===== src/hw/rtl/pkvd_pkg.sv =====
// ----------------------------------------------------------------------------
// pkvd_pkg: shared constants for the paged kv element dequantizer
// Layout constants of the paged cache, field widths and reset values.
// ----------------------------------------------------------------------------
package pkvd_pkg;

  localparam int unsigned PageTokens = 64;
  localparam int unsigned RowBytes   = 576;
  localparam int unsigned Fp8Dims    = 448;
  localparam int unsigned TotalDims  = 512;
  localparam int unsigned ScaleBytes = 8;
  localparam int unsigned BlockDims  = 64;

  localparam int unsigned AddrW   = 38;
  localparam int unsigned LocW    = 24;
  localparam int unsigned DimW    = 9;
  localparam int unsigned StrideW = 20;
  localparam int unsigned OffW    = $clog2(PageTokens);
  localparam int unsigned PageW   = LocW - OffW;

  localparam logic [StrideW-1:0] StrideReset = 20'd37376;
  localparam logic [15:0]        Bf16QNan    = 16'h7FC0;

  // scale region base inside a page
  localparam logic [AddrW-1:0] ScaleBase = AddrW'(PageTokens * RowBytes);

endpackage


===== src/hw/rtl/pkvd_addr.sv =====
// ----------------------------------------------------------------------------
// pkvd_addr: address pipeline
// Three stages: page multiply, row offset add, final data/scale address add.
// ----------------------------------------------------------------------------
module pkvd_addr
  import pkvd_pkg::*;
(
  input  logic               clk_i,
  input  logic               en_i,
  input  logic [LocW-1:0]    loc_i,
  input  logic [DimW-1:0]    dim_i,
  input  logic [StrideW-1:0] stride_i,
  output logic [AddrW-1:0]   data_addr_o,
  output logic [AddrW-1:0]   scale_addr_o
);

  logic [AddrW-1:0] base_q, row_q, scl_q, doff_q, soff_q;
  logic [OffW-1:0]  off_q;
  logic [DimW-1:0]  dim_q;
  logic             fp8_q;
  logic [AddrW-1:0] doff_d, soff_d;

  // stage 1: page base product
  always_ff @(posedge clk_i) begin
    if (en_i) begin
      base_q <= AddrW'(loc_i[LocW-1:OffW]) * AddrW'(stride_i);
      off_q  <= loc_i[OffW-1:0];
      dim_q  <= dim_i;
    end
  end

  // dim dependent offsets
  always_comb begin
    if (dim_q < DimW'(Fp8Dims)) begin
      doff_d = AddrW'(dim_q);
      soff_d = AddrW'(dim_q / BlockDims);
    end else begin
      doff_d = AddrW'(Fp8Dims) + (AddrW'(dim_q - DimW'(Fp8Dims)) << 1);
      soff_d = '0;
    end
  end

  // stage 2: row and scale row
  always_ff @(posedge clk_i) begin
    if (en_i) begin
      row_q   <= base_q + AddrW'(off_q) * AddrW'(RowBytes);
      scl_q   <= base_q + ScaleBase + AddrW'(off_q) * AddrW'(ScaleBytes);
      doff_q  <= doff_d;
      soff_q  <= soff_d;
      fp8_q   <= (dim_q < DimW'(Fp8Dims));
    end
  end

  // stage 3: final addresses
  always_ff @(posedge clk_i) begin
    if (en_i) begin
      data_addr_o  <= row_q + doff_q;
      scale_addr_o <= fp8_q ? (scl_q + soff_q) : '0;
    end
  end

endmodule


===== src/hw/rtl/pkvd_value.sv =====
// ----------------------------------------------------------------------------
// pkvd_value: value pipeline
// Three stages: decode fields, scale exponent, round/pack bfloat16.
// ----------------------------------------------------------------------------
module pkvd_value
  import pkvd_pkg::*;
(
  input  logic        clk_i,
  input  logic        en_i,
  input  logic        fp8_i,
  input  logic [7:0]  lo_i,
  input  logic [7:0]  hi_i,
  input  logic [7:0]  scale_i,
  output logic [15:0] value_o
);

  // stage 1 regs
  logic        nan_q, zero_q, sgn_q, pass_q;
  logic [3:0]  mag_q;
  logic [10:0] e_q;      // signed exponent of mag lsb
  logic [15:0] pv_q;
  // stage 2 regs
  logic        nan2_q, zero2_q, sgn2_q, pass2_q;
  logic [15:0] pv2_q;
  logic [3:0]  mag2_q;
  logic [10:0] top2_q;
  logic [1:0]  p2_q;

  // stage 1: decode
  logic [3:0]  ex;
  logic [2:0]  man;
  logic [15:0] pv;
  always_comb begin
    ex  = lo_i[6:3];
    man = lo_i[2:0];
    pv  = {hi_i, lo_i};
  end

  always_ff @(posedge clk_i) begin
    if (en_i) begin
      pass_q <= !fp8_i;
      pv_q   <= pv;
      sgn_q  <= lo_i[7];
      nan_q  <= fp8_i ? ((ex == 4'hF && man == 3'd7) || scale_i == 8'hFF)
                      : ((pv[14:7] == 8'hFF) && (pv[6:0] != '0));
      mag_q  <= (ex == '0) ? {1'b0, man} : {1'b1, man};
      zero_q <= (ex == '0) && (man == '0);
      e_q    <= ((ex == '0) ? -11'sd9 : 11'(ex) - 11'sd10)
                + 11'(scale_i) - 11'sd127;
    end
  end

  // stage 2: leading one and top exponent
  logic [1:0] p;
  always_comb begin
    priority if (mag_q[3]) p = 2'd3;
    else if (mag_q[2])     p = 2'd2;
    else if (mag_q[1])     p = 2'd1;
    else                   p = 2'd0;
  end

  always_ff @(posedge clk_i) begin
    if (en_i) begin
      nan2_q  <= nan_q;
      zero2_q <= zero_q;
      sgn2_q  <= sgn_q;
      pass2_q <= pass_q;
      pv2_q   <= pv_q;
      mag2_q  <= mag_q;
      p2_q    <= p;
      top2_q  <= e_q + 11'(p);
    end
  end

  // stage 3: float32 pattern and bf16 rounding
  logic [31:0] f32;
  logic [32:0] rnd;
  logic [15:0] v;
  logic [10:0] sh;
  always_comb begin
    sh = top2_q - 11'(p2_q) + 11'sd149;
    if ($signed(top2_q) >= 11'sd128) begin
      f32 = 32'h7F80_0000;
    end else if ($signed(top2_q) >= -11'sd126) begin
      f32 = {1'b0, 8'(top2_q + 11'sd127),
             23'((32'(mag2_q) << (5'd23 - 5'(p2_q))) & 32'h007F_FFFF)};
    end else if ($signed(sh) < 0 || sh > 11'd31) begin
      f32 = '0;
    end else begin
      f32 = 32'(mag2_q) << sh[4:0];
    end
    rnd = 33'(f32) + 33'h7FFF + 33'(f32[16]);
    if (nan2_q)       v = Bf16QNan;
    else if (pass2_q) v = pv2_q;
    else if (zero2_q) v = {sgn2_q, 15'd0};
    else              v = {sgn2_q, rnd[30:16]};
  end

  always_ff @(posedge clk_i) begin
    if (en_i) value_o <= v;
  end

endmodule


===== src/hw/rtl/paged_fp8_kv_element_dequant.sv =====
// ----------------------------------------------------------------------------
// paged_fp8_kv_element_dequant: paged kv cache element dequantizer
// Computes element and scale byte addresses and the bfloat16 element value.
// ----------------------------------------------------------------------------
// Usage:
//   input channel: valid_i/stall_o with loc_i, dim_i, elem_lo_i, elem_hi_i,
//   scale_exp_i. output channel: valid_o/stall_i with data_addr_o,
//   scale_addr_o, value_bits_o. One result per input transfer.
//   The page stride register is written through cfg_we_i/cfg_wdata_i;
//   the user writes it only while idle, which the block does not enforce.
//   Each result moves through every pipe stage before valid_o rises.
//   Throughput is one item per cycle while the receiver does not stall,
//   set by the three-stage address and value pipes
//   (page multiply, row add, final add / decode, exponent, round).
//   The whole pipe advances as one: when the receiver stalls, the pipe
//   freezes only if the output stage holds an item and keeps moving
//   otherwise, so nothing is lost or repeated.
//   Reset clears all valid bits and sets the page stride to 37376.
// ----------------------------------------------------------------------------
module paged_fp8_kv_element_dequant
  import pkvd_pkg::*;
(
  input  logic               clk_i,
  input  logic               rst_ni,
  input  logic               cfg_we_i,
  input  logic [StrideW-1:0] cfg_wdata_i,
  input  logic               valid_i,
  output logic               stall_o,
  input  logic [LocW-1:0]    loc_i,
  input  logic [DimW-1:0]    dim_i,
  input  logic [7:0]         elem_lo_i,
  input  logic [7:0]         elem_hi_i,
  input  logic [7:0]         scale_exp_i,
  output logic               valid_o,
  input  logic               stall_i,
  output logic [AddrW-1:0]   data_addr_o,
  output logic [AddrW-1:0]   scale_addr_o,
  output logic [15:0]        value_bits_o
);

  logic [StrideW-1:0] stride_q;
  logic [2:0]         vld_q;
  logic               en;

  // config register
  always_ff @(posedge clk_i or negedge rst_ni) begin
    if (!rst_ni) stride_q <= StrideReset;
    else if (cfg_we_i) stride_q <= cfg_wdata_i;
  end

  // pipe advance
  assign en      = !(vld_q[2] && stall_i);
  assign stall_o = !en;
  assign valid_o = vld_q[2];

  always_ff @(posedge clk_i or negedge rst_ni) begin
    if (!rst_ni) vld_q <= '0;
    else if (en) vld_q <= {vld_q[1:0], valid_i};
  end

  pkvd_addr u_addr (
    .clk_i,
    .en_i         (en),
    .loc_i,
    .dim_i,
    .stride_i     (stride_q),
    .data_addr_o,
    .scale_addr_o
  );

  pkvd_value u_value (
    .clk_i,
    .en_i    (en),
    .fp8_i   (dim_i < DimW'(Fp8Dims)),
    .lo_i    (elem_lo_i),
    .hi_i    (elem_hi_i),
    .scale_i (scale_exp_i),
    .value_o (value_bits_o)
  );

endmodule


===== config.mk =====
export PLATFORM = sky130hd
export DESIGN_NAME = paged_fp8_kv_element_dequant
export DESIGN_NICKNAME = d
export VERILOG_FILES = /design/src/hw/rtl/pkvd_pkg.sv /design/src/hw/rtl/pkvd_addr.sv /design/src/hw/rtl/pkvd_value.sv /design/src/hw/rtl/paged_fp8_kv_element_dequant.sv
export SDC_FILE = /design/constraint.sdc
export NUM_CORES = 2
export LEC_CHECK = 0
export BUFFER_PORTS_ARGS = -buffer_cell sky130_fd_sc_hd__buf_4
export CELL_PAD_IN_SITES_DETAIL_PLACEMENT = 0
export CELL_PAD_IN_SITES_GLOBAL_PLACEMENT = 1
export CORE_ASPECT_RATIO = 0.8
export CORE_UTILIZATION = 50
export DETAILED_ROUTE_END_ITERATION = 8
export GPL_ROUTABILITY_DRIVEN = 0
export PLACE_DENSITY_LB_ADDON = 0.1
export RECOVER_POWER = 25
export SLEW_MARGIN = 10
export SYNTH_ARGS = -nofsm -noshare
export SYNTH_HDL_FRONTEND = slang
export SYNTH_SLANG_ARGS = --single-unit

===== constraint.sdc =====
create_clock -name clk_i -period 19.95 [get_ports clk_i]
set_input_delay 5.985 -clock clk_i [delete_from_list [all_inputs] [get_ports clk_i]]
set_output_delay 5.985 -clock clk_i [all_outputs]
set_load 0.005 [all_outputs]

==> results list <==
* Status: finished clean
- From synthesis to final layout, the design area changed by 10.6%.
- Horizontal die dimension: approximately 270 µm
- Summing all multi-input logic gate instances after layout gives 17200 µm².
* Setup TNS after final layout: 0 ps
- Yosys mapped a number of flops with a built-in enable equal to 310.
* Post-Syn Nets: 3366
- The pre-antenna-repair detailed-routing pass consisted of 9 iterations.
- Cell area after synthesis: 29100 µm²
- After detailed placement, the design holds a cell count of roughly 3600.
- FFs w/ async S/R, synth: 6.91%
- Initial antenna violation count: 1
- Share of the cycle needed by the critical path after routing: 64.3%
* Max-cap violation count: 0
* Share of final-layout standard cells stronger than drive strength 1: 9.83%
- The tightest min-delay check is of the reg2reg type.
- Counting I/O delays and the setup requirement, the final critical path takes 12830 ps.
* Max-slew violation count: 0
- Seq cells post-synth: 333
* Placeable Area: 57100 µm²
* Number of global-route vias before repair: 20100
- For this design, the CTS-stage hold fixing added 0 buffers.
- Clock skew on the completed layout was measured at 9.88 ps.
* Reg2reg path depth: 23
- CTS tree: built
- Registers take around 9900 µm².
- STA classifies the critical path startpoint as an input port.
* Hold Slack: between 400 and 500 ps
- The critical path contains buffers and inverters numbering 3 combined.
- Number of H-tree branching levels: 2
- Each instance of the synthesized netlist takes up on average 10.5 µm².
- Count of distinct cell types in the synthesized netlist: 82
- STA puts the critical path data required time at 13960 ps.
* Area enclosed by the die boundary: a little under 60000 µm²
- After synthesis, flip-flops and latches occupy between 30% and 40% of the total area.
* Worst reg2reg startpoint: stride_q[5]
* CP Max Fanout: 41
- The count of cells in the finished layout, fillers not included, comes to about 3700.
* Fraction of post-synthesis cell area in the top cell type by area: around a third
- Setup repair after global routing left no endpoint under its margin.
- Start point of the worst min-delay path: u_addr.base_q[1]
- Pin placement for this block handled 176 I/O pins.
- Measured along the y axis, the die boundary spans 218 µm.
* Top library cells by usage in the layout, fill and taps aside: sky130_fd_sc_hd__inv_1 (415), sky130_fd_sc_hd__edfxtp_1 (310), sky130_fd_sc_hd__nand2_1 (308)
* Worst setup path startpoint: stall_i
- Across all layers, the routed design uses 19500 vias.
- Reg clk slew, reported paths: 50 ps
- Filler Cell Count: 5022
- Input and output buffers added on the ports amount to around 180.
- The count of nets left with antenna violations once routing finished came out at 0.
- Counting every instance in the synthesized netlist gives between 2000 and 3000.
- Cell taking the most area after synthesis: sky130_fd_sc_hd__edfxtp_1
- Setup violations remaining at the end of the flow were counted as 0.
- Cell Chain, Critical Path: buf_4 > nand2_4 > inv_1 > buf_4
- Iter 0 DRT Violations: 1063
- Synth warn: 0
* Cell family with most CP delay: buffers and inverters
- Hold violation total from the final report: 0
- The most numerous cell type found on the critical path is sky130_fd_sc_hd__buf_4.
- For this run, the leading register cell type out of synthesis is sky130_fd_sc_hd__edfxtp_1.
- Post-CTS repair changed the size of 0 cells.
* CP max-delay cell: sky130_fd_sc_hd__nand2_4
- Setup slack closes at 7120 ps.
- After detailed routing, the total wire length is roughly 65000 µm.
* Congestion Overflow GR: 0
- Timing analysis after detailed placement gives a worst setup slack of 7100 ps.
* Number of nets in the layout: 3485
* Peak clock frequency supported by timing: 77.9 MHz
- Max-Slew Margin vs Limit: 19.0%
* Sort of element at the end of the critical path: output port
- The longest clock path from root to sink contains 3 buffers.
- Clock Sinks: 333
- Number of placement rows: just under 80
- Number of gates on the worst path with buffers counted: 4
- Main area contributors after synthesis: sky130_fd_sc_hd__edfxtp_1 (32%), sky130_fd_sc_hd__fa_1 (20%), sky130_fd_sc_hd__ha_1 (9.7%), sky130_fd_sc_hd__inv_1 (5.4%), sky130_fd_sc_hd__and2_1 (4.2%)
* Leading cell type in the layout, fill and taps excluded: sky130_fd_sc_hd__inv_1
- Actual transition at the worst max-transition pin: roughly 1200 ps
- Wire length per cell after detailed routing: about 18 µm
- Inserted Clock Buffers: 37
- Vias per Instance: 5.32
* Buffer count from post-CTS setup fixing: 0
- The first global-routing pass estimated 106000 µm of wire.
* Arrival time of data at the critical path endpoint: 6850 ps
* Post-detail-place hpwl: 51100 µm
- In this design, the stage delay of the slowest critical-path cell is roughly 410 ps.
- Maximum number of pins on one net before global-route repair: 86
- The initial utilization of the core area, before any placement, comes to 50.9%.
- Diodes inserted: 0
- After detailed routing, the number of remaining DRC violations is 0.
- At the later pin of the worst-skew pair, clock insertion delay measures 550 ps.
* Root Driver: sky130_fd_sc_hd__clkbuf_16
- Total Routing Usage GR: a little under a quarter
* Hold path cells: 0
* Class of the most critical setup path: in2out
[worst reg2reg max path, delay by kind of cell (launching register included)]
family,cells,cell delay [ps]
adders and majority gates,7,3460
AOI/OAI and AO/OA,6,1430
and+or+nand+nor,3,750
DFF,1,650
buffers and inverters,6,300
xor gates and xnor gates,1,130
[cells by family after synthesis]
| family | Yosys count | synth area share, % |
|---|---|---|
| compound gates | 326 | 7.66 |
| xor+xnor | 182 | 5.51 |
| simple gates | 843 | 14.4 |
| mux | 38 | 1.47 |
| buf+inv | 518 | 6.74 |
| flops | 333 | 34.0 |
| fa+ha+maj | 522 | 30.2 |
[path summary, 6_finish.rpt]
check                                    end  slack, ps
max                                  stall_o       7120
min                          u_addr.row_q[1]        420
max reg2reg                u_addr.base_q[35]      12960
min reg2reg                  u_addr.row_q[1]        420
max in group asynchronous       stride_q[15]      14340
min in group asynchronous       stride_q[10]       5330
[cells in the mapped netlist, types with 20 or more instances]
cell type	count
sky130_fd_sc_hd__clkbuf_1	96
sky130_fd_sc_hd__mux2_2	28
sky130_fd_sc_hd__ha_1	225
sky130_fd_sc_hd__fa_1	297
sky130_fd_sc_hd__and3_1	30
sky130_fd_sc_hd__nor3_1	35
sky130_fd_sc_hd__nand2_1	309
sky130_fd_sc_hd__a21oi_1	83
sky130_fd_sc_hd__dfrtp_1	20
sky130_fd_sc_hd__nor2_1	107
sky130_fd_sc_hd__nand3_1	56
sky130_fd_sc_hd__xor2_1	57
sky130_fd_sc_hd__xnor2_1	124
sky130_fd_sc_hd__and2_1	195
sky130_fd_sc_hd__nand4_1	22
sky130_fd_sc_hd__a21o_1	33
sky130_fd_sc_hd__edfxtp_1	310
sky130_fd_sc_hd__o21ai_0	56
sky130_fd_sc_hd__inv_1	415
sky130_fd_sc_hd__nor2b_1	26
[final cells by class]
type	instances	area share [%]
clock buffers	44	3.03
clock inverters	22	0.623
inverters	417	4.87
multi-input cells	1911	53.5
flip-flops and latches	333	30.8
well taps	760	2.96
repair buffers	181	4.23
[per-layer routing]
layer	track usage (%)	share of wire, %	vias to the layer above
li1	-	-	9373
met1	33.2	49	9625
met2	35.5	44	456
met3	3.03	5.5	63
met4	5.04	1.4	0
met5	0	0	-
[sequential cells by signal, summed over array words and instances (netlist names), 2 cells and up]
register,flops
u_value.top2_q,11
u_addr.base_q,38
u_value.pv_q,16
u_addr.doff_q,24
u_addr.scl_q,35
vld_q,3
u_value.e_q,11
u_addr.dim_q,9
u_value.p2_q,2
stride_q,20
u_addr.row_q,38
u_value.value_o,16
u_value.mag2_q,4
u_addr.data_addr_o,38
u_addr.soff_q,3
u_value.pv2_q,13
u_addr.off_q,6
u_addr.scale_addr_o,38
[metrics by stage]
stage          util [%]  area (µm²)
2_1_floorplan         -       29100
3_3_place_gp       54.3       31000
3_5_place_dp       54.3       31000
4_1_cts            56.3       32200
5_1_grt            56.3       32100
6_report           56.3       32100
Power is not shown: default switching activity piles up to over one toggle a cycle in this logic, so the estimate is an artifact.
